<file path="src/rtl/core/sdl_pkg.sv">
// ----------------------------------------------------------------------------
// sdl_pkg
// Types and constants shared by the step/direction DAC level emulator.
// ----------------------------------------------------------------------------
package sdl_pkg;

    typedef enum logic [2:0] {
        OP_WRITE_PIN  = 3'd0,
        OP_TOGGLE_PIN = 3'd1,
        OP_STEP_COUNT = 3'd2,
        OP_SET_LEVEL  = 3'd3,
        OP_REINIT     = 3'd4
    } op_t;

    typedef enum logic [1:0] {
        PIN_DIR  = 2'd0,
        PIN_STEP = 2'd1,
        PIN_STOP = 2'd2,
        PIN_NONE = 2'd3
    } pin_t;

    localparam logic [7:0]  FRAME_CMD = 8'h18;
    localparam logic [2:0]  INIT_LAST = 3'd5;
    localparam logic [15:0] MAX_LEVEL_RESET = 16'hFFFF;

    localparam logic [7:0] CMD_INT_REF  = 8'h38;
    localparam logic [7:0] CMD_GAIN     = 8'h02;
    localparam logic [7:0] CMD_LDAC     = 8'h30;
    localparam logic [7:0] CMD_PWR      = 8'h20;
    localparam logic [7:0] CMD_RESET    = 8'h28;
    localparam logic [7:0] CMD_CLR_ALL  = 8'h1F;
    localparam logic [15:0] BOTH_CH     = 16'h0003;

    typedef struct packed {
        logic [2:0]  opcode;
        logic        channel;
        logic [1:0]  pin_select;
        logic        pin_value;
        logic [31:0] step_count;
        logic [15:0] new_level;
    } item_t;

    typedef struct packed {
        logic [15:0] level;
        logic        dir;
        logic        step;
        logic        stop;
    } chan_t;

    typedef struct packed {
        logic        frame_valid;
        logic [23:0] spi_frame;
        logic [15:0] level_now;
        logic        pin_state;
        logic        at_stop;
        logic        last;
    } result_t;

    function automatic logic [23:0] init_frame(input logic [2:0] idx);
        logic [23:0] f;
        case (idx)
            3'd0:    f = {CMD_RESET, 16'h0001};
            3'd1:    f = {CMD_INT_REF, 16'h0001};
            3'd2:    f = {CMD_GAIN, BOTH_CH};
            3'd3:    f = {CMD_LDAC, BOTH_CH};
            3'd4:    f = {CMD_CLR_ALL, 16'h0000};
            3'd5:    f = {CMD_PWR, BOTH_CH};
            default: f = 24'h000000;
        endcase
        return f;
    endfunction

    function automatic logic pin_of(input chan_t c, input logic [1:0] sel);
        logic p;
        case (pin_t'(sel))
            PIN_DIR:  p = c.dir;
            PIN_STEP: p = c.step;
            PIN_STOP: p = c.stop;
            default:  p = 1'b0;
        endcase
        return p;
    endfunction

endpackage

</file>
<file path="src/rtl/core/sdl_exec.sv">
// ----------------------------------------------------------------------------
// sdl_exec
// Decodes one request against the addressed channel's state and forms the
// next state and one result.
// ----------------------------------------------------------------------------
module sdl_exec (
    input  sdl_pkg::item_t   item,
    input  logic             ch_ok,
    input  sdl_pkg::chan_t   cur,
    input  logic [15:0]      max_level,
    input  logic [2:0]       init_idx,
    output sdl_pkg::chan_t   nxt,
    output sdl_pkg::result_t res
);
    import sdl_pkg::*;

    logic [31:0] mv_count;
    logic [32:0] up_sum;
    logic [31:0] dn_thr;
    logic [15:0] mv_level;
    logic        mv_stop;
    logic        old_pin;
    logic        new_pin;
    logic        fv;
    logic [23:0] frame;
    logic        is_last;

    always_comb begin
        mv_count = (op_t'(item.opcode) == OP_STEP_COUNT) ? item.step_count : 32'd1;
        dn_thr   = mv_count;
        up_sum   = {17'd0, cur.level} + {1'b0, mv_count};
        if (cur.dir) begin
            mv_level = (up_sum <= {17'd0, max_level}) ? up_sum[15:0] : max_level;
            mv_stop  = 1'b0;
        end else if ({16'd0, cur.level} > dn_thr) begin
            mv_level = cur.level - mv_count[15:0];
            mv_stop  = 1'b0;
        end else begin
            mv_level = 16'd0;
            mv_stop  = 1'b1;
        end
    end

    always_comb begin
        nxt     = cur;
        fv      = 1'b0;
        frame   = 24'd0;
        is_last = 1'b1;
        old_pin = pin_of(cur, item.pin_select);
        new_pin = (op_t'(item.opcode) == OP_TOGGLE_PIN) ? ~old_pin : item.pin_value;
        case (op_t'(item.opcode))
            OP_WRITE_PIN, OP_TOGGLE_PIN: begin
                if (pin_t'(item.pin_select) != PIN_NONE && new_pin != old_pin) begin
                    case (pin_t'(item.pin_select))
                        PIN_DIR:  nxt.dir  = new_pin;
                        PIN_STEP: nxt.step = new_pin;
                        PIN_STOP: nxt.stop = new_pin;
                        default:  nxt.dir  = cur.dir;
                    endcase
                    if (pin_t'(item.pin_select) == PIN_STEP && !old_pin) begin
                        nxt.level = mv_level;
                        nxt.stop  = mv_stop;
                        fv        = 1'b1;
                    end
                end
            end
            OP_STEP_COUNT: begin
                if (pin_t'(item.pin_select) == PIN_STEP) begin
                    nxt.level = mv_level;
                    nxt.stop  = mv_stop;
                    fv        = 1'b1;
                end
            end
            OP_SET_LEVEL: begin
                nxt.level = item.new_level;
                fv        = 1'b1;
            end
            OP_REINIT: begin
                fv      = 1'b1;
                is_last = (init_idx == INIT_LAST);
            end
            default: fv = 1'b0;
        endcase
        if (fv) begin
            frame = (op_t'(item.opcode) == OP_REINIT) ? init_frame(init_idx)
                  : {FRAME_CMD | {7'd0, item.channel}, nxt.level};
        end
    end

    always_comb begin
        if (ch_ok) begin
            res.frame_valid = fv;
            res.spi_frame   = frame;
            res.level_now   = nxt.level;
            res.pin_state   = pin_of(nxt, item.pin_select);
            res.at_stop     = nxt.stop;
            res.last        = is_last;
        end else begin
            res             = '0;
            res.last        = 1'b1;
        end
    end

endmodule

</file>
<file path="src/rtl/core/step_dir_to_dac_level_emulator.sv">
// ----------------------------------------------------------------------------
// step_dir_to_dac_level_emulator
// Drives converter channels as virtual steppers and emits 24-bit SPI frames.
//
//   channel   dir  handshake         payload
//   s_        in   tvalid/tready     tuser opcode, tdata pin request fields
//   m_        out  tvalid/tready     tuser frame_valid, tdata result, tlast
//   cfg_      in   we                wdata max_level
//
// One request per cycle while the result side is not stalled; a reinit holds
// its request for six frames, stepped by the init frame counter.
// Reset: levels 0, flags clear, stop set, max_level 65535; no clearing pass.
// The input register takes a new request while the result register is
// drained; a stalled result holds both registers.
// ----------------------------------------------------------------------------
module step_dir_to_dac_level_emulator #(
    parameter int CHANNELS = 2
) (
    input  logic        aclk,
    input  logic        aresetn,
    input  logic        cfg_we,
    input  logic [15:0] cfg_wdata,
    input  logic        s_tvalid,
    output logic        s_tready,
    // channel, pin_select, pin_value, step_count, new_level, zero pad
    input  logic [55:0] s_tdata,
    // opcode
    input  logic [2:0]  s_tuser,
    output logic        m_tvalid,
    input  logic        m_tready,
    // spi_frame, level_now, pin_state, at_stop, zero pad
    output logic [47:0] m_tdata,
    // frame_valid
    output logic        m_tuser,
    output logic        m_tlast
);
    import sdl_pkg::*;

    logic           in_valid_reg;
    item_t          item_reg;
    logic [2:0]     init_idx_reg;
    logic [15:0]    max_level_reg;
    logic [15:0]    level_reg [CHANNELS];
    logic           dir_reg   [CHANNELS];
    logic           step_reg  [CHANNELS];
    logic           stop_reg  [CHANNELS];
    logic           m_valid_reg;
    result_t        res_reg;

    logic           ch_ok;
    chan_t          cur;
    chan_t          nxt;
    result_t        res;
    logic           fire;
    logic           consume;

    always_comb begin
        ch_ok = (int'(item_reg.channel) < CHANNELS);
        cur   = '0;
        for (int i = 0; i < CHANNELS; i++) begin
            if (item_reg.channel == 1'(i)) begin
                cur.level = level_reg[i];
                cur.dir   = dir_reg[i];
                cur.step  = step_reg[i];
                cur.stop  = stop_reg[i];
            end
        end
    end

    sdl_exec u_exec (
        .item      (item_reg),
        .ch_ok     (ch_ok),
        .cur       (cur),
        .max_level (max_level_reg),
        .init_idx  (init_idx_reg),
        .nxt       (nxt),
        .res       (res)
    );

    assign fire     = in_valid_reg && (!m_valid_reg || m_tready);
    assign consume  = fire && res.last;
    assign s_tready = !in_valid_reg || consume;

    always_ff @(posedge aclk) begin
        if (!aresetn) begin
            in_valid_reg  <= 1'b0;
            init_idx_reg  <= 3'd0;
            max_level_reg <= MAX_LEVEL_RESET;
            m_valid_reg   <= 1'b0;
            for (int i = 0; i < CHANNELS; i++) begin
                level_reg[i] <= 16'd0;
                dir_reg[i]   <= 1'b0;
                step_reg[i]  <= 1'b0;
                stop_reg[i]  <= 1'b1;
            end
        end else begin
            if (cfg_we) begin
                max_level_reg <= cfg_wdata;
            end
            if (s_tvalid && s_tready) begin
                in_valid_reg <= 1'b1;
            end else if (consume) begin
                in_valid_reg <= 1'b0;
            end
            if (consume) begin
                init_idx_reg <= 3'd0;
            end else if (fire) begin
                init_idx_reg <= init_idx_reg + 3'd1;
            end
            if (fire) begin
                m_valid_reg <= 1'b1;
            end else if (m_tready) begin
                m_valid_reg <= 1'b0;
            end
            if (fire && ch_ok) begin
                for (int i = 0; i < CHANNELS; i++) begin
                    if (item_reg.channel == 1'(i)) begin
                        level_reg[i] <= nxt.level;
                        dir_reg[i]   <= nxt.dir;
                        step_reg[i]  <= nxt.step;
                        stop_reg[i]  <= nxt.stop;
                    end
                end
            end
        end
    end

    always_ff @(posedge aclk) begin
        if (s_tvalid && s_tready) begin
            item_reg.opcode     <= s_tuser;
            item_reg.channel    <= s_tdata[0];
            item_reg.pin_select <= s_tdata[2:1];
            item_reg.pin_value  <= s_tdata[3];
            item_reg.step_count <= s_tdata[35:4];
            item_reg.new_level  <= s_tdata[51:36];
        end
        if (fire) begin
            res_reg <= res;
        end
    end

    assign m_tvalid = m_valid_reg;
    assign m_tuser  = res_reg.frame_valid;
    assign m_tlast  = res_reg.last;
    assign m_tdata  = {6'd0, res_reg.at_stop, res_reg.pin_state,
                       res_reg.level_now, res_reg.spi_frame};

endmodule

</file>
<file path="config.mk">
export PLATFORM = sky130hd
export DESIGN_NAME = step_dir_to_dac_level_emulator
export DESIGN_NICKNAME = d
export VERILOG_FILES = /design/src/rtl/core/sdl_pkg.sv /design/src/rtl/core/sdl_exec.sv /design/src/rtl/core/step_dir_to_dac_level_emulator.sv
export SDC_FILE = /design/constraint.sdc
export NUM_CORES = 1
export LEC_CHECK = 0
export ABC_AREA = 1
export ABC_CLOCK_PERIOD_IN_PS = 6000
export BUFFER_PORTS_ARGS = -buffer_cell sky130_fd_sc_hd__buf_4
export CAP_MARGIN = 20
export CORE_AREA = 2 2 135 137
export DETAILED_ROUTE_END_ITERATION = 7
export DIE_AREA = 0 0 137 139
export MAX_ROUTING_LAYER = met4
export PLACE_DENSITY = 0.9
export SYNTH_ARGS = -nofsm -noshare
export SYNTH_HDL_FRONTEND = slang
export SYNTH_HIERARCHICAL = 1
export SYNTH_SLANG_ARGS = --single-unit
</file>
<file path="constraint.sdc">
create_clock -name aclk -period 6 [get_ports aclk]
set_input_delay 0 -clock aclk [delete_from_list [all_inputs] [get_ports aclk]]
set_output_delay 0 -clock aclk [all_outputs]
set_load 0.02 [all_outputs]
</file>
# After elaboration in Yosys (flattened, before gate mapping)
# Memories as Yosys holds them, arrays and structs flattened.
# Cells that the tools add are included.
# totals
register_bits,118
ramBits,38
input_bits,80
out_inout_bits,52
wordCells,117
memories,4
# mem_list
name,words,width,rd,rd_ports_with_merged_regs,wr,line_no,source
level_reg,2,16,2,0,2,step_dir_to_dac_level_emulator.sv:43,logic [15:0] level_reg [CHANNELS];
dir_reg,2,1,2,0,2,step_dir_to_dac_level_emulator.sv:44,logic dir_reg [CHANNELS];
step_reg,2,1,2,0,2,step_dir_to_dac_level_emulator.sv:45,logic step_reg [CHANNELS];
stop_reg,2,1,2,0,2,step_dir_to_dac_level_emulator.sv:46,logic stop_reg [CHANNELS];
# op_classes
n_addsub,3
order_cmp,2
n_eq_ne,13
muxes,49
n_bitwise,10
n_reduce_logical,19
# ops
op,n
$pmux W22 S6,1
$mux W16,7
$pmux W16 S3,1
$mux W19,2
$add A16 B32 Y33,1
$le A33 B16 Y1,1
$gt A16 B32 Y1,1
$mux W32,1
$mux W1,31
$mux W21,1
$sub A16 B16 Y16,1
$eq A3 B2 Y1 const B,4
$eq A3 B3 Y1 const B,3
$pmux W1 S3,3
$or A1 B1 Y1,8
$eq A3 B1 Y1 const B,2
$logic_not A3 Y1,2
$reduce_or A2 Y1,3
$logic_and A1 B1 Y1,5
$reduce_bool A2 Y1,2
$add A3 B1 Y3 const B,1
$logic_not A1 Y1,3
$eq A2 B1 Y1 const B,1
$eq A2 B2 Y1 const B,1
other kinds (8),10

# Logic depth before layout (Yosys ltp)
# Gate-level depths: netlist (run 1).
# logic_depth
word_depth,10
mapped_depth,41
mapped_depth_nobuf,38

# Modules after synthesis
# The synthesis (run 1) kept the hierarchy.
# by_module_without_submodules
mod,n_inst,cells_each,area_per_inst_um2,seq_area_each_um2
step_dir_to_dac_level_emulator,1,354,5396.4,4534.3
sdl_exec,1,948,4784.6,0.0

# Least setup slack after synthesis (run 1)
# OpenSTA, ideal clock, no wires.
# synth_path
path_type,register to register
startpoint,reg item_reg[52] (netlist bit)
endpoint,"mem level_reg[1][5], in the netlist level_reg[0][21], data pin"
setup_time_ns,0.253
t_arrival_ns,4.263
slack_ns,1.485
path_stages_with_launch,40
path_buffers,4
synth_period_minus_slack_ns,4.515
path_cell_list,edfxtp_1 inv_2 nand2_2 nor2_4 buf_2 buf_1 nand2_1 ha_1 buf_2 nor2_1 nand2_1 inv_1 nand2_1 nand2_1 xor2_1 ha_1 a21o_1 nor2_1 (+4 left out) nand2_1 nand2_1 nand2_1 nand2_1 nand2_1 nor2_4 nand2_4 inv_2 buf_6 nand2_1 nand3_1 nand2_1 nand2_1 nand2_1 nand2_1 inv_1 inv_1 nor2_4
# synth_lines
item,line_no,source
from (decl),step_dir_to_dac_level_emulator.sv:40,item_t item_reg;
to (decl),step_dir_to_dac_level_emulator.sv:43,

==> reports/qor.yml, run 1 <==
outcome:
  outcome: "complete, no violations"
cells_and_area:
  final_common_cell: "nand2_1"
  drive_gt1_share_pct: 15.05
  fillers: 1214
  mostFrequentLayoutCells: "391 x nand2_1, 194 x inv_1, 137 x edfxtp_1, 135 x buf_4, 123 x nor2_1"
  multiInputGateArea_um2: 4677
  nets: 1661
  synthToLayoutAreaGrowth_pct: 26.78
  register_area_um2: 4534
  antenna_cells: 0
  fin_cells: 1771
  largest_reg_flops: 55
setup_path:
  arrival_ns: 5.64
  path_buf_inv: 5
  path_delay_family: "simple AND/OR/NAND/NOR gates"
  criticalPathCategory: "register to register"
  crit_required_ns: 6.27
  startpoint_type: "register"
  cp_max_fo: 19
  slowest_delay_ns: 0.53
  crit_top_cell: "nand2_1"
  cp_slowest_cell: "edfxtp_1"
  cp-end-kind: "register"
sta:
  setup_violations: 0
  fmax_mhz: 186.2
  drv_slew: 0
  finalSetupTns_ns: 0
  worst_pin_slew_ns: 0.7358
  hold_viol_final: 0
  skew_ns: 0.01673
  rsz0062_at_grt: "no"
  timing.final.crit_share_pct: 89.52
  min_period_ns: 5.371
  relSlewSlack_pct: 50.95
cts:
  path_clk_slew_ns: 0.07
  cts.repair.resized: 0
  cts-buffers-inserted: 17
  cts.path.max_buffers: 2
  cts_tree: "built"
  htree_levels: 4
  clk_latency_ns: 0.44
  post_cts_buffers: 0
  clk_root_buffer_cell: "clkbuf_16"
  cts_hold_buffers: 107
  cts.sinks: 158
global_routing:
  gr-total-overflow: 0
  grt_pass1_wl_mm: 47.75
  grt_max_degree: 56
  antenna_found_initial: 0
  grt_pass1_vias: 9560
  grt.total_usage_pct: 33.38
logic_synthesis:
  ys_types: 52
  synthArstFlopShare_pct: 0
  syn_inst: 1302
  netlist_area_um2: 10180
  yosysWarnings: 6
  synth_seq_cells: 158
  syn_avg_cell_area_um2: 7.820
  synth_ff_type: "edfxtp_1"
  synth_edf_count: 137
  ys_seq_area_share_pct: 44.54
route:
  routedWlPerCell_um: 17.14
  drt_iter0_drc: 1344
  viasPerCell: 5.587
  ant_nets: 0
  routed-via-count: 9894
  wirelength_mm: 30.36
  drc_errors: 0
  dr.pass1.iters: 6
floorplanning:
  core_area_um2: 17660
  die-area_um2: 19040
  start_util_pct: 57.66
  die_x_um: 137
  rows: 49
  pin_count: 132
  die_h_um: 139
job:
  cap_violations: 0
placement:
  hpwl_mm: 19.79
  port_buffers: 121
  placed_cells: 1632
  routabilityCongestion: 0.9609
power_and_ir_drop:
  pwr_density_cell_nw_per_um2: 233.4
  peakVddDrop_mv: 0.2458
  p_leak_nw: 6.298
hold_path:
  hold_path_class: "input port to register"
==> metrics by stage <==
stage | instance area (um^2) | power [mW] | hold slack [ns] | worst slack, ns | util [%]
2_1_floorplan | 10210 | 1.707 | 0.09887 | 1.485 | -
3_3_place_gp | 11280 | 1.863 | 0.1778 | 1.018 | 63.91
3_5_place_dp | 11280 | 1.884 | 0.1793 | 0.8952 | 63.91
4_1_cts | 12910 | 2.964 | 0.1651 | 0.8531 | 73.10
5_1_grt | 12910 | 3.113 | 0.2065 | 0.2704 | 73.10
6_report | 12910 | 3.013 | 0.1893 | 0.6287 | 73.10
==> report_power, final <==
| part | switching (mW) | internal [mW] | total, mW |
|---|---|---|---|
| clock network | 0.503 | 0.551 | 1.05 |
| registers | 0.0334 | 1.26 | 1.30 |
| logic | 0.414 | 0.246 | 0.661 |
==> path summary, 6_finish.rpt <==
check	start	to	slack, ns	cells past startpoint
worst max-delay path	item_reg[52]$_DFFE_PP_	level_reg[0][15]$_DFFE_PP_	0.63	35
worst min-delay path	m_tready	init_idx_reg[0]$_SDFFE_PP0N_	0.19	6
worst max register to register	item_reg[52]$_DFFE_PP_	level_reg[0][15]$_DFFE_PP_	0.63	35
worst min register to register	init_idx_reg[2]$_SDFFE_PP0N_	init_idx_reg[2]$_SDFFE_PP0N_	0.59	2
==> per-layer routing <==
metal	up-vias	wire length [um]	GRT usage, %
met4	0	1711	17.96
met1	4540	11060	37.94
li1	4648	-	-
met5	-	0	-
met3	140	2518	6.104
met2	566	15080	55.38
==> cells in the mapped netlist, drive strengths merged (6+ instances only) <==
master / n / area share [%]
a221oi: 16 / 1.4
o21bai: 6 / 0.44
xor2: 19 / 1.6
nand4: 22 / 1.4
nor2: 145 / 6.2
ha: 50 / 6.1
edfxtp: 137 / 40
a21oi: 46 / 2.4
dfxtp: 21 / 4.1
clkbuf: 18 / 0.68
buf: 25 / 1.7
nor3: 11 / 0.59
o21ai: 43 / 2.1
nand3: 88 / 4.6
inv: 203 / 7.5
nand2: 397 / 15
or2: 21 / 1.3
==> cells by family (layout without fill, tap and decap cells) <==
| family | Yosys count | after routing | share of synthesized area (%) |
|---|---|---|---|
| mux | 2 | 2 | 0.2089 |
| xor+xnor | 19 | 19 | 1.635 |
| compound gates | 130 | 130 | 7.730 |
| simple gates | 689 | 689 | 29.31 |
| fa+ha+maj | 52 | 52 | 6.538 |
| buf+inv | 249 | 480 | 9.930 |
| other cells | 3 | 12 | 0.1106 |
| flops | 158 | 158 | 44.54 |
==> final cells by class <==
class	instances	share of cell area [%]
clock buffers	19	3.432
clock inverters	13	0.8433
inverters	206	5.991
multi-input cells	904	36.23
flip-flops and latches	158	35.13
well taps	229	2.220
repair buffers	242	16.15
==> worst register-to-register path, delay by kind of cell, from the launching register on <==
kind | cells | cell delay (ns)
fa+ha+maj | 3 | 0.73
flops | 1 | 0.53
buf+inv | 5 | 0.47
simple gates | 24 | 2.78
compound gates | 2 | 0.44
xor+xnor | 1 | 0.26
Note: power is estimated with default switching activity, not from simulation.
==> run 2: changes to the inputs <==
--- a/config.mk
+++ b/config.mk
@@ -5,13 +5,13 @@
 export SDC_FILE = /design/constraint.sdc
 export NUM_CORES = 1
 export LEC_CHECK = 0
-export ABC_AREA = 1
+export ABC_AREA = 0
 export ABC_CLOCK_PERIOD_IN_PS = 6000
 export BUFFER_PORTS_ARGS = -buffer_cell sky130_fd_sc_hd__buf_4
 export CAP_MARGIN = 20
-export CORE_AREA = 2 2 135 137
+export CORE_AREA = 2 2 133 135
 export DETAILED_ROUTE_END_ITERATION = 7
-export DIE_AREA = 0 0 137 139
+export DIE_AREA = 0 0 135 137
 export MAX_ROUTING_LAYER = met4
 export PLACE_DENSITY = 0.9
 export SYNTH_ARGS = -nofsm -noshare
==> reports/qor.yml, run 2 <==
logic_synthesis:
  ys_types: 87  # +67%
  yosysTopAreaCell: "edfxtp_1"
  yosysTopAreaCellShare_pct: 41.71  # +1.3 points
  yosysWarnings: 6  # unchanged
  syn_avg_cell_area_um2: 9.873  # +26%
  yosysMostFrequentCell: "edfxtp_1"
  syn_inst: 999  # -23%
  synth_commonest_cells: "137 x edfxtp_1, 103 x nand2_1, 79 x nor2_1, 69 x a21oi_1, 66 x inv_1"
  synth_seq_cells: 158  # unchanged
  synthTopCellsByArea: "edfxtp_1 42%, ha_1 6.3%, dfxtp_1 4.3%, nand2_1 3.9%, a21oi_1 3.5%"
  netlist_area_um2: 9863  # -3.1%
  synthArstFlopShare_pct: 0  # unchanged
  synth_ff_type: "edfxtp_1"
  ys_seq_area_share_pct: 45.97  # +1.4 points
  synth_edf_count: 137  # unchanged
power_and_ir_drop:
  peakVddDrop_mv: 0.2199  # -11%
  pwr_density_cell_nw_per_um2: 241.4  # +3.4%
  p_leak_nw: 5.731  # -9.0%
  design_power_total_mw: 3.260  # +8.2%
route:
  viasPerCell: 6.435  # +15%
  wirelength_mm: 34.10  # +12%
  routed-via-count: 9890  # -0.040%
  ant_nets: 0  # unchanged
  drc_errors: 0  # unchanged
  routedWlPerCell_um: 22.18  # +29%
  drt_iter0_drc: 1505  # +12%
  dr.pass1.iters: 7  # +1
setup_path:
  cp_max_fo: 9  # -10
  slowest_delay_ns: 0.60  # +0.07 ns
  startpoint_type: "register"
  crit_required_ns: 6.21  # -0.06 ns
  r2r_cells: 23  # -34%
  regToRegEndpoint: "m_tdata[27]$_DFFE_PN_"
  cp_num_cells: 23  # -34%
  startpoint: "item_reg[53]$_DFFE_PP_"
  r2r_start: "item_reg[53]$_DFFE_PP_"
  arrival_ns: 6.13  # +0.49 ns
  cp-end-kind: "register"
  worstPathCellList: "and2b_2 -> nor2b_4 -> buf_12 -> nand2_1 -> inv_1 -> ha_1 -> a221oi_4 -> buf_4 -> a21oi_1 -> o21ai_0 -> nand2b_1 -> xnor2_1 -> ha_1 -> nand4_1 -> or4_4 -> and3_4 -> a211oi_2 -> nand4_1 -> or4b_4 -> nor2_2 -> buf_6 -> a31oi_2 -> a211oi_1"
  cp_slowest_cell: "or4b_4"
  path_delay_family: "simple AND/OR/NAND/NOR gates"
  crit_end: "m_tdata[27]$_DFFE_PN_"
  r2r_slack_ns: 0.08  # -0.55 ns
  criticalPathCategory: "register to register"
  path_buf_inv: 4  # -1
sta:
  min_period_ns: 5.918  # +0.5471 ns
  finalSetupTns_ns: 0  # unchanged
  fmax_mhz: 169.0  # -9.2%
  worst_slack_ns: 0.08162  # -0.5471 ns
  timing.final.crit_share_pct: 98.64  # +9.1 points
  drv_slew: 0  # unchanged
  setup_violations: 0  # unchanged
  relSlewSlack_pct: 32.88  # -18 points
  skew_ns: 0.01993  # +0.003195 ns
  hold_viol_final: 0  # unchanged
  worst_pin_slew_ns: 1.004  # +0.2685 ns
cells_and_area:
  largest_reg_flops: 55  # unchanged
  nets: 1431  # -14%
  final_area_um2: 13510  # +4.6%
  fillers: 993  # -18%
  drive_gt1_share_pct: 26.37  # +11 points
  synthToLayoutAreaGrowth_pct: 36.94
  antenna_cells: 0  # unchanged
  final_common_cell: "buf_4"
  mostFrequentLayoutCells: "217 x buf_4, 137 x edfxtp_1, 102 x dlygate4sd3_1, 101 x nand2_1, 78 x nor2_1"
global_routing:
  grt_pass1_wl_mm: 50.31  # +5.3%
  grt_pass1_vias: 9481  # -0.83%
  grt_max_degree: 56  # unchanged
  grt.total_usage_pct: 37.05  # +3.7 points
  antenna_found_initial: 0  # unchanged
  gr-total-overflow: 0  # unchanged
floorplanning:
  pin_count: 132  # unchanged
  rows: 48  # -2.0%
  die-area_um2: 18500  # -2.9%
  die_x_um: 135  # -1.5%
  die_h_um: 137  # -1.4%
  start_util_pct: 57.83  # +0.17 points
  core_area_um2: 17060  # -3.4%
cts:
  clk_latency_ns: 0.44  # about the same
  cts.path.max_buffers: 2  # unchanged
  htree_levels: 4  # unchanged
  cts.sinks: 158  # unchanged
  clk_root_buffer_cell: "clkbuf_16"
  cts-buffers-inserted: 17  # unchanged
  path_clk_slew_ns: 0.08  # about the same
  cts_tree: "built"
placement:
  hpwl_mm: 22.29  # +13%
  routabilityCongestion: 1.037  # +7.9%
  post-place-ws_ns: -0.1519  # -1.047 ns
  port_buffers: 121  # unchanged
  postPlaceCellArea_um2: 11510  # +2.0%
job:
  cap_violations: 0  # unchanged
hold_path:
  holdCritStartpoint: "s_tdata[35]"
  hold_path_class: "input port to register"
outcome:
  outcome: "complete, no violations"
run 2: worst min path at each step:
stage / endpoint / slack [ns] / cells after the start
5_1_grt: item_reg[47]$_DFFE_PP_ / 0.28 / 2
3_5_place_dp: item_reg[35]$_DFFE_PP_ / 0.18 / 1
4_1_cts: item_reg[47]$_DFFE_PP_ / 0.27 / 2
6_report: item_reg[47]$_DFFE_PP_ / 0.28 / 2
3_3_place_gp: item_reg[37]$_DFFE_PP_ / 0.18 / 1
2_1_floorplan: item_reg[0]$_DFFE_PP_ / 0.1 / 0
run 2: cells by family (layout without fill, tap and decap cells):
kind of cell | count (synthesis) | in the layout | synth area share (%)
DFF | 158 | 158 | 45.97
xor gates and xnor gates | 31 | 31 | 2.753
muxes | 42 | 42 | 4.541
other | 3 | 9 | 0.1142
and+or+nand+nor | 343 | 343 | 17.66
AOI/OAI and AO/OA | 253 | 253 | 16.91
buffers and inverters | 117 | 424 | 5.302
adders and majority gates | 52 | 52 | 6.749
run 2: metal layers:
layer	part of all wire, %	global-route usage, %
met2	47	60.29
met5	0	-
met1	35	43.31
met3	12	8.778
met4	6.0	18.52
run 2: what timing repair did:
action,4_1_cts,5_1_grt
pin swaps,0,14
setup buffers,0,8
hold endpoints to repair,74,0
gates cloned,0,2
resized for setup,5,58
setup endpoints to repair,53,64
hold buffers,102,0
run 2: area by class of cell:
cell class / instances / area, um^2 / area share, %
inverters: 67 / 251.5 / 1.862
clock inverters: 15 / 167.7 / 1.241
clock buffers: 17 / 425.4 / 3.150
multi-input cells: 730 / 5094 / 37.71
flip-flops and latches: 158 / 4534 / 33.57
well taps: 225 / 281.5 / 2.084
repair buffers: 325 / 2753 / 20.38
run 2: where the power goes:
part           internal [mW]  switching, mW
clock                  0.595          0.520
sequential              1.27         0.0382
combinational          0.371          0.467
total                   2.23           1.03
run 2: per-stage QoR:
stage	hold WS, ns	util (%)	instances
floorplan	0.09887	-	1005
global placement	0.1782	67.49	1393
detailed placement	0.1793	67.49	1393
CTS	0.2703	77.13	1527
global route	0.2751	79.19	1537
finish	0.2755	79.19	1537
==> run 3: changes to the inputs <==
--- a/config.mk
+++ b/config.mk
@@ -12,8 +12,9 @@
 export CORE_AREA = 2 2 133 135
 export DETAILED_ROUTE_END_ITERATION = 7
 export DIE_AREA = 0 0 135 137
+export GPL_ROUTABILITY_DRIVEN = 1
 export MAX_ROUTING_LAYER = met4
-export PLACE_DENSITY = 0.9
+export PLACE_DENSITY = 0.8
 export SYNTH_ARGS = -nofsm -noshare
 export SYNTH_HDL_FRONTEND = slang
 export SYNTH_HIERARCHICAL = 1
==> reports/qor.yml, run 3 (synthesis gave the netlist of run 2 again) <==
setup_path:
  startpoint_type: "register"
  cp_max_fo: 14  # +5
  arrival_ns: 6.15  # +0.02 ns
  cp_slowest_cell: "or4b_4"
  r2r_start: "item_reg[52]$_DFFE_PP_"
  crit_top_cell: "buf_4"
  regToRegEndpoint: "m_tdata[1]$_DFFE_PN_"
  cp-end-kind: "register"
  path_buf_inv: 6  # +2
  path_delay_family: "simple AND/OR/NAND/NOR gates"
  crit_required_ns: 6.19  # -0.02 ns
  slowest_delay_ns: 0.62  # +0.02 ns
  criticalPathCategory: "register to register"
  r2r_slack_ns: 0.04  # -0.04 ns
  r2r_cells: 26  # +13%
placement:
  hpwl_mm: 21.04  # -5.6%
  routabilityCongestion: 0.9856  # -4.9%
  port_buffers: 121  # unchanged
hold_path:
  holdCritStartpoint: "s_tdata[21]"
  hold-path-cell-count: 2  # unchanged
  min_to: "item_reg[33]$_DFFE_PP_"
  hold_path_class: "input port to register"
power_and_ir_drop:
  p_leak_nw: 5.653  # -1.4%
  peakVddDrop_mv: 0.2499  # +14%
  design_power_total_mw: 3.236  # -0.74%
  pwr_density_cell_nw_per_um2: 242.5  # +0.47%
cts:
  path_clk_slew_ns: 0.07  # about the same
  cts-buffers-inserted: 17  # unchanged
  cts.sinks: 158  # unchanged
  cts.path.max_buffers: 2  # unchanged
  clk_latency_ns: 0.44  # about the same
  cts_tree: "built"
  htree_levels: 4  # unchanged
  clk_root_buffer_cell: "clkbuf_16"
sta:
  drv_slew: 0  # unchanged
  fmax_mhz: 167.7  # -0.73%
  min_period_ns: 5.962  # +0.04339 ns
  setup_violations: 0  # unchanged
  worst_pin_slew_ns: 0.9628  # -0.04156 ns
  skew_ns: 0.01119  # -0.008738 ns
  hold_viol_final: 0  # unchanged
  worst_hold_slack_ns: 0.2734  # -0.002099 ns
  rsz0062_at_grt: "yes"
  relSlewSlack_pct: 35.66  # +2.8 points
  timing.final.crit_share_pct: 99.36  # +0.72 points
global_routing:
  antenna_found_initial: 0  # unchanged
  grt_pass1_vias: 9130  # -3.7%
  grt.total_usage_pct: 34.42  # -2.6 points
  grt_pass1_wl_mm: 47.18  # -6.2%
  grt_max_degree: 56  # unchanged
  gr-total-overflow: 0  # unchanged
route:
  drt_iter0_drc: 1254  # -17%
  ant_nets: 0  # unchanged
  drc_errors: 0  # unchanged
  wirelength_mm: 31.23  # -8.4%
  dr.pass1.iters: 8  # +1
  routedWlPerCell_um: 20.48  # -7.7%
  routed-via-count: 9506  # -3.9%
  viasPerCell: 6.233  # -3.1%
floorplanning:
  die_h_um: 137  # unchanged
  rows: 48  # unchanged
  die-area_um2: 18500  # unchanged
  pin_count: 132  # unchanged
  start_util_pct: 57.83  # unchanged
  die_x_um: 135  # unchanged
  core_area_um2: 17060  # unchanged
cells_and_area:
  mostFrequentLayoutCells: "204 x buf_4, 137 x edfxtp_1, 104 x dlygate4sd3_1, 103 x nand2_1, 78 x nor2_1"
  synthToLayoutAreaGrowth_pct: 35.29
  drive_gt1_share_pct: 24.38  # -2.0 points
  final_common_cell: "buf_4"
  post-route-util_pct: 78.24  # -0.95 points
  nets: 1419  # -0.84%
  largest_reg_flops: 55  # unchanged
  antenna_cells: 0  # unchanged
outcome:
  outcome: "complete, no violations"
job:
  cap_violations: 0  # unchanged
-- run 3: cell count changes in the layout (fill, tap and decap cells not counted), moves of 3 or more --
cell,delta
clkbuf_1,+3
inv_6,-3
ha_1,+3
buf_6,+3
a211oi_2,-5
buf_4,-13
a211oi_1,+3
inv_8,-4
-- run 3: worst max-delay path by stage --
stage,from,to,slack (ns),depth (start not counted)
after floorplan,item_reg[52]$_DFFE_PP_,level_reg[0][15]$_DFFE_PP_,0.02,26
after detailed placement,item_reg[54]$_DFFE_PP_,level_reg[0][13]$_DFFE_PP_,-0.06,26
final,item_reg[52]$_DFFE_PP_,m_tdata[1]$_DFFE_PN_,0.04,26
after global placement,item_reg[52]$_DFFE_PP_,m_tdata[9]$_DFFE_PN_,0.11,25
after CTS,item_reg[52]$_DFFE_PP_,m_tdata[39]$_DFFE_PN_,0.003,28
after global routing,item_reg[52]$_DFFE_PP_,m_tdata[1]$_DFFE_PN_,-0.1,25
-- run 3: through the flow --
stage	setup TNS, ns	worst slack, ns	cells	cell area, um^2
4_1_cts	0	0.003270	1522	13110
2_1_floorplan	0	0.01715	1005	9891
5_1_grt	-0.6871	-0.09597	1525	13340
6_report	0	0.03823	1525	13340
3_5_place_dp	-0.4012	-0.06133	1385	11440
3_3_place_gp	0	0.1064	1385	11440
-- run 3: area by class of cell --
cell class	count	area (um^2)
Inverter	67	251.5
Sequential cell	158	4534
Multi-Input combinational cell	730	5049
Timing Repair Buffer	313	2629
Tap cell	225	281.5
Clock buffer	20	436.7
Fill cell	1059	3712
Clock inverter	12	162.7
-- run 3: power breakdown --
part | switching (mW) | internal, mW
Combinational | 0.450 | 0.360
Clock | 0.462 | 0.659
Sequential | 0.0362 | 1.27
Total | 0.948 | 2.29
-- run 3: timing repair --
item / 4_1_cts / 5_1_grt
pin swaps: 3 / 14
endpoints found under the setup margin: 36 / 64
setup buffers: 0 / 4
cloned: 1 / 0
resized for setup: 6 / 44
hold endpoints to repair: 74 / 0
hold buffers: 104 / 0
-- run 3: worst reg2reg max path, delay by kind of cell (launching register included) --
family                   cells  cell delay [ns]
AND/OR/NAND/NOR             10             2.25
AO/OA/AOI/OAI                7             1.25
buffers and inverters        6             0.98
adder cells (fa/ha/maj)      2             0.67
flip-flops                   1             0.40
XOR/XNOR                     1             0.18
-- run 3: layer usage --
metal	GRT usage (%)	part of all wire (%)	vias up
met1	40.65	37	4470
met4	14.35	3.9	0
met5	-	0	-
li1	-	-	4253
met3	6.481	9.6	119
met2	58.18	50	664
